[src/sv/mie_pkg.sv]
// Package: constants, microcode types and the control store of the modular inverse block
package mie_pkg;

  localparam int unsigned WIDTH_DEF = 30;
  localparam logic [63:0] MODULUS_RESET = 64'd1000000007;

  typedef enum logic [2:0] {
    S_IDLE,
    S_TEST,
    S_GROW,
    S_SHRINK,
    S_SWAP,
    S_FINAL
  } step_t;

  typedef enum logic [2:0] {
    C_ALWAYS,
    C_IN_FIRE,
    C_B_NZ,
    C_BS_LE_A,
    C_K_NZ,
    C_OUT_FREE
  } cond_t;

  typedef enum logic [2:0] {
    OP_LOAD,
    OP_SETUP,
    OP_GROW,
    OP_SHRINK,
    OP_SWAP,
    OP_REDUCE
  } op_t;

  typedef struct packed {
    op_t   op;
    cond_t cond;
    step_t tgt_t;
    step_t tgt_f;
  } uword_t;

  function automatic uword_t ucode(input step_t step);
    uword_t w;
    unique case (step)
      S_IDLE:   w = '{op: OP_LOAD,   cond: C_IN_FIRE,  tgt_t: S_TEST,   tgt_f: S_IDLE};
      S_TEST:   w = '{op: OP_SETUP,  cond: C_B_NZ,     tgt_t: S_GROW,   tgt_f: S_FINAL};
      S_GROW:   w = '{op: OP_GROW,   cond: C_BS_LE_A,  tgt_t: S_GROW,   tgt_f: S_SHRINK};
      S_SHRINK: w = '{op: OP_SHRINK, cond: C_K_NZ,     tgt_t: S_SHRINK, tgt_f: S_SWAP};
      S_SWAP:   w = '{op: OP_SWAP,   cond: C_ALWAYS,   tgt_t: S_TEST,   tgt_f: S_TEST};
      S_FINAL:  w = '{op: OP_REDUCE, cond: C_OUT_FREE, tgt_t: S_IDLE,   tgt_f: S_FINAL};
      default:  w = '{op: OP_LOAD,   cond: C_ALWAYS,   tgt_t: S_IDLE,   tgt_f: S_IDLE};
    endcase
    return w;
  endfunction

endpackage

[src/sv/modular_inverse_euclid_top.sv]
// Top level: microcoded extended Euclid modular inverse with configurable modulus
// Each Euclid step doubles the divisor in S_GROW while it is at most a, halves it back in
//   S_SHRINK with a conditional subtract, then swaps in S_SWAP; S_FINAL reduces the result.
// Throughput: one item at a time; in_stall is high from transfer in until the result
//   is written to the output register, which then waits for its own transfer.
// Reset: synchronous active low; returns the sequencer to idle, drops out_valid and
//   sets the modulus to 1000000007 (masked to WIDTH bits).
module modular_inverse_euclid_top
  import mie_pkg::*;
#(
  parameter int unsigned WIDTH = WIDTH_DEF
) (
  input  logic             clk,
  input  logic             rst_n,
  input  logic             cfg_wr_en,
  input  logic [WIDTH-1:0] cfg_wr_data,
  input  logic             in_valid,
  output logic             in_stall,
  input  logic [WIDTH-1:0] in_value,
  output logic             out_valid,
  input  logic             out_stall,
  output logic [WIDTH-1:0] out_inverse
);

  localparam int unsigned KW = $clog2(WIDTH + 1);
  localparam int unsigned SW = WIDTH + 4;

  step_t                 pc_r, pc_nxt;
  uword_t                uw;
  logic                  exec;
  logic                  out_valid_r;
  logic [WIDTH-1:0]      out_data_r;
  logic [WIDTH-1:0]      mod_r;

  logic [WIDTH-1:0]      a_r;
  logic [WIDTH-1:0]      b_r;
  logic [WIDTH:0]        bs_r;
  logic [KW-1:0]         k_r;
  logic signed [SW-1:0]  u_r;
  logic signed [SW-1:0]  v_r;
  logic signed [SW-1:0]  vs_r;

  logic [WIDTH:0]        bs_half;
  logic signed [SW-1:0]  vs_half;
  logic                  take;
  logic [WIDTH:0]        a_diff;
  logic signed [SW-1:0]  m_s;
  logic signed [SW-1:0]  u_red;

  assign uw = ucode(pc_r);

  always_comb begin
    unique case (uw.cond)
      C_ALWAYS:   exec = 1'b1;
      C_IN_FIRE:  exec = in_valid && !in_stall;
      C_B_NZ:     exec = (b_r != '0);
      C_BS_LE_A:  exec = (bs_r <= {1'b0, a_r});
      C_K_NZ:     exec = (k_r != '0);
      C_OUT_FREE: exec = !out_valid_r || !out_stall;
      default:    exec = 1'b0;
    endcase
    pc_nxt = exec ? uw.tgt_t : uw.tgt_f;
  end

  always_comb begin
    bs_half = bs_r >> 1;
    vs_half = vs_r >>> 1;
    take    = (bs_half <= {1'b0, a_r});
    a_diff  = {1'b0, a_r} - bs_half;
    m_s     = $signed({{(SW - WIDTH){1'b0}}, mod_r});
    if (mod_r == '0) begin
      u_red = '0;
    end else if (u_r < 0) begin
      u_red = u_r + m_s;
    end else if (u_r >= m_s) begin
      u_red = u_r - m_s;
    end else begin
      u_red = u_r;
    end
  end

  assign in_stall    = (pc_r != S_IDLE);
  assign out_valid   = out_valid_r;
  assign out_inverse = out_data_r;

  always_ff @(posedge clk) begin
    if (!rst_n) begin
      pc_r        <= S_IDLE;
      out_valid_r <= 1'b0;
      mod_r       <= MODULUS_RESET[WIDTH-1:0];
    end else begin
      pc_r <= pc_nxt;
      if (exec && uw.op == OP_REDUCE) begin
        out_valid_r <= 1'b1;
      end else if (!out_stall) begin
        out_valid_r <= 1'b0;
      end
      if (cfg_wr_en) begin
        mod_r <= cfg_wr_data;
      end
    end
  end

  always_ff @(posedge clk) begin
    if (exec) begin
      unique case (uw.op)
        OP_LOAD: begin
          a_r <= in_value;
          b_r <= mod_r;
          u_r <= SW'(1);
          v_r <= '0;
        end
        OP_SETUP: begin
          bs_r <= {1'b0, b_r};
          vs_r <= v_r;
          k_r  <= '0;
        end
        OP_GROW: begin
          bs_r <= bs_r << 1;
          vs_r <= vs_r <<< 1;
          k_r  <= k_r + KW'(1);
        end
        OP_SHRINK: begin
          bs_r <= bs_half;
          vs_r <= vs_half;
          k_r  <= k_r - KW'(1);
          if (take) begin
            a_r <= a_diff[WIDTH-1:0];
            u_r <= u_r - vs_half;
          end
        end
        OP_SWAP: begin
          a_r <= b_r;
          b_r <= a_r;
          u_r <= v_r;
          v_r <= u_r;
        end
        OP_REDUCE: begin
          out_data_r <= u_red[WIDTH-1:0];
        end
        default: begin
          out_data_r <= out_data_r;
        end
      endcase
    end
  end

endmodule

[config.mk]
export PLATFORM = sky130hd
export DESIGN_NAME = modular_inverse_euclid_top
export DESIGN_NICKNAME = d
export VERILOG_FILES = /design/src/sv/mie_pkg.sv /design/src/sv/modular_inverse_euclid_top.sv
export SDC_FILE = /design/constraint.sdc
export NUM_CORES = 1
export LEC_CHECK = 0
export BUFFER_PORTS_ARGS = -buffer_cell sky130_fd_sc_hd__clkbuf_2
export CAP_MARGIN = 10
export CELL_PAD_IN_SITES_DETAIL_PLACEMENT = 0
export CELL_PAD_IN_SITES_GLOBAL_PLACEMENT = 1
export CORE_UTILIZATION = 35
export DETAILED_ROUTE_END_ITERATION = 10
export HOLD_SLACK_MARGIN = 0.1
export PLACE_DENSITY_LB_ADDON = 0.08
export SLEW_MARGIN = 25
export SYNTH_ARGS = -nofsm -noshare
export SYNTH_HDL_FRONTEND = slang
export SYNTH_SLANG_ARGS = --single-unit
[constraint.sdc]
create_clock -name clk -period 9.1 [get_ports clk]
set_input_delay 0.91 -clock clk [delete_from_list [all_inputs] [get_ports clk]]
set_output_delay 0.91 -clock clk [all_outputs]
set_load 0.01 [all_outputs]
==> impl_results.md <==
- Root cell of the clock tree: sky130_fd_sc_hd__clkbuf_16
- Number of buffers between clock root and the deepest sink: 3
- Post-synthesis sequential area ratio: 0.399
- Count of final setup violators: 0
- Clock tree from TritonCTS: done
- Prevailing post-synth register cell: sky130_fd_sc_hd__edfxtp_1
- CP max-delay cell: sky130_fd_sc_hd__a21oi_4
- Number of antenna violations at the first check in global routing: 4
- Worst setup EP type: flop
- Crit-path cells: ha_1 -> inv_1 -> fa_1 -> a21o_1 -> a21oi_2 -> o21ai_1 -> a31oi_1 -> o21ai_1 -> a41o_1 -> o211ai_1 -> a21boi_0 -> o221ai_1 -> a21oi_4 -> buf_4
- Gate Count Post-Synth: slightly above 2000
- Detailed Routing Iterations Pass 1: 9
- Reg-to-reg setup timing slack: 4380 ps
- Number of vias per cell: 5.49
- Library cell occupying the most area in the post-synthesis netlist: sky130_fd_sc_hd__edfxtp_1
- Worst flop-to-flop path startpoint: bs_r[1]
- Number of buffers inserted during clock tree synthesis: 35
- Netlist area before placement: 18900 µm²
- Unique cell type count in the Yosys netlist: 82
- Hold Worst Slack: 553 ps
- Max Cap Violations: 0
- Power density cells: 425 nW/µm²
- Remaining DRCs: 7
- Die width: 234 µm
- Number of hold-repair buffers added at the cts stage: 0
- YS warnings: 0
- Worst EP required: approximately 9000 ps
- Antenna cell count: 0
- Most heavily used metal layer in global routing: met2
- Clock Sinks: roughly 260
- Type of origin of the critical path: flop
- Gpl congestion: between 0.8 and 0.9
- Rows: 84
- Met3 capacity usage during global routing: 0.0304
- Setup repair after global routing missed its margin: false
- Critical Path Most Common Cell: sky130_fd_sc_hd__o21ai_1
- Pin count of the biggest net entering global routing: 79
- Violations in the final reports: DRC
- Starting density of the core: 0.356
- Met2 track demand over resource in global routing: 0.336
- Post-CTS Setup Bufs: 0
- Leakage power summed over all cells: 8.88 nW
- Area share of the largest cell type after synthesis: 0.363
- Status: finished with violations
- Core Region: 53000 µm²
- Class of the tightest hold or removal check: flop to flop
- Final worst clock skew: 14.3 ps
- Final period demand of the worst path: 4720 ps
- Start point of the worst min-delay path: v_r[23]
- Io pins: 97
- Clock H-tree levels: 2
- Total number of vias: around 15000
- Layout Cell Area excl Fill: 21200 µm²
- Clock edge transition at the registers on the reported setup and hold paths: 60 ps
- Critical path capture point: u_r[18]
- Critical Path Source: bs_r[1]
- Cell depth of the worst flop-to-flop path: 14
- CTS resizes: 0
- Port Buffers: 96
- Remaining Overflow, GRT: 0
- First DRT Iteration DRCs: 1154
- Area enclosed by the die boundary: 54900 µm²
- Number of flip-flops and latches in the synthesized netlist: 262
- Placed Area: approximately 20000 µm²
- Detail-routed net length per standard cell: 21.6 µm
- Synthesized net count: 2248
- Maximum vdd ir drop: between 0.15 and 0.2 mV
- Total count of hold-check failures in the final report: 0
- Met1 Track Usage GR: 0.326
- Data arrival time of the worst path: about 4900 ps
- Type of the worst setup path: flop to flop
- TNS Setup: 0 ps
- Mapped Avg Cell Area: 9.33 µm²
- Wirelength, routed: 60200 µm
- Number of flops mapped to enable cells by yosys: 228
- Top cells by area in the synthesized netlist: sky130_fd_sc_hd__edfxtp_1 36%, sky130_fd_sc_hd__ha_1 10%, sky130_fd_sc_hd__o21ai_0 4.8%
- Worst max-slew margin expressed relative to the limit: 0.309
- Achievable frequency: 212 MHz
- Fraction of final layout cells with drive strength greater than 1: 0.0972
- Fin nets: 2297
- Delay of the slowest cell on the worst path: 850 ps
- Final Cycle Share: 0.518
- Clock Latency Late Sink: 550 ps
- Final-report max-slew violation count: 0
- Power after layout: 9.01 mW
- Worst flop-to-flop path endpoint: u_r[18]
- Global-route wire length before repair: 91800 µm
- Ys async rst share: 0
- Aggregate global-route resource usage: 0.221
- Area growth from synthesis to final layout: 12.2%
- DRT antenna net count: 0
- Die height: 234 µm
- Transition time at the pin with the least slew margin: 1030 ps
- Total half-perimeter wirelength after legalization and detailed placement: 44200 µm
- Number of global-route vias before repair: between 15000 and 20000
- Top fanout value on the critical path: 40
==> power breakdown <==
part / leakage (nW) / switching, mW / internal, mW / total [mW]
registers: 2.46 / 0.509 / 2.02 / 2.53
clock network: 0.571 / 0.570 / 0.859 / 1.43
logic: 5.85 / 3.07 / 1.98 / 5.05
total: 8.88 / 4.15 / 4.86 / 9.01
==> synthesized netlist by cell type, types with 33 or more instances <==
master                     number
sky130_fd_sc_hd__edfxtp_1     228
sky130_fd_sc_hd__nand2_1      191
sky130_fd_sc_hd__o21ai_0      182
sky130_fd_sc_hd__inv_1        178
sky130_fd_sc_hd__ha_1         155
sky130_fd_sc_hd__a21oi_1      133
sky130_fd_sc_hd__nor2_1       117
sky130_fd_sc_hd__mux2i_1       78
sky130_fd_sc_hd__xnor2_1       78
sky130_fd_sc_hd__clkbuf_1      73
sky130_fd_sc_hd__a21o_1        53
sky130_fd_sc_hd__and3_1        45
sky130_fd_sc_hd__a22oi_1       35
sky130_fd_sc_hd__dfxtp_1       34
sky130_fd_sc_hd__xor2_1        33
==> worst max-delay path, delay by kind of cell (launching register included) <==
family	cells	cell delay (ps)
AO/OA/AOI/OAI	10	2680
buffers and inverters	2	750
adder cells (fa/ha/maj)	2	440
flip-flops	1	430
==> registers in the layout, indices dropped and copies added (netlist names), 5 cells and up <==
register	count
bs_r	31
u_r	34
out_inverse	30
k_r	5
mod_r	30
b_r	30
vs_r	34
v_r	34
a_r	30
==> cell usage in the layout, fill, tap and decap left out, types with 20 or more instances in the layout <==
cell type and instances:
sky130_fd_sc_hd__a21o_1 53, sky130_fd_sc_hd__a21oi_1 131, sky130_fd_sc_hd__a222oi_1 20, sky130_fd_sc_hd__a22oi_1 35
sky130_fd_sc_hd__and3_1 45, sky130_fd_sc_hd__clkbuf_16 36, sky130_fd_sc_hd__clkbuf_2 96, sky130_fd_sc_hd__dfxtp_1 33
sky130_fd_sc_hd__edfxtp_1 228, sky130_fd_sc_hd__ha_1 155, sky130_fd_sc_hd__inv_1 178, sky130_fd_sc_hd__mux2i_1 78
sky130_fd_sc_hd__nand2_1 190, sky130_fd_sc_hd__nand2b_1 26, sky130_fd_sc_hd__nand3_1 25, sky130_fd_sc_hd__nand4_1 23
sky130_fd_sc_hd__nor2_1 113, sky130_fd_sc_hd__nor2b_1 29, sky130_fd_sc_hd__nor4_1 21, sky130_fd_sc_hd__o211ai_1 25
sky130_fd_sc_hd__o21ai_0 182, sky130_fd_sc_hd__xnor2_1 78, sky130_fd_sc_hd__xor2_1 33
==> worst min-delay path by stage <==
stage                     cells past startpoint   endpoint
after floorplan                               2  mod_r[29]
after global placement                        2   vs_r[20]
after detailed placement                      2   vs_r[17]
after CTS                                     3  mod_r[15]
after global routing                          3   mod_r[0]
final                                         2   vs_r[23]
==> area by class of cell <==
class / instances / area (µm²)
inverters: 181 / 679
clock buffers: 44 / 951
well taps: 688 / 861
multi-input cells: 1479 / 10300
fillers: 5367 / 31800
repair buffers: 113 / 608
flip-flops and latches: 262 / 7530
clock inverters: 20 / 218
==> metrics by stage <==
stage | setup WS [ps] | util | instances
after floorplan | 1540 | - | 2023
after global placement | 4450 | 0.377 | 2723
after detailed placement | 4340 | 0.378 | 2723
after CTS | 4360 | 0.400 | 2787
after global routing | 4030 | 0.400 | 2787
final | 4380 | 0.400 | 2787
==> routing by layer <==
layer	vias to the layer above	wire length, µm
met3	63	2650
met2	343	26100
met5	-	0
met1	7409	30300
li1	7486	-
met4	0	1160
==> cells by family (layout without fill, tap and decap cells) <==
| logic type | after synthesis | count (layout) | synth area share |
|---|---|---|---|
| compound gates | 597 | 597 | 0.206 |
| xor+xnor | 111 | 111 | 0.0515 |
| fa+ha+maj | 160 | 160 | 0.108 |
| buf+inv | 282 | 358 | 0.0586 |
| flops | 262 | 262 | 0.399 |
| mux | 80 | 80 | 0.0426 |
| simple gates | 531 | 531 | 0.135 |
No activity file was read; power rests on OpenSTA's default activity.
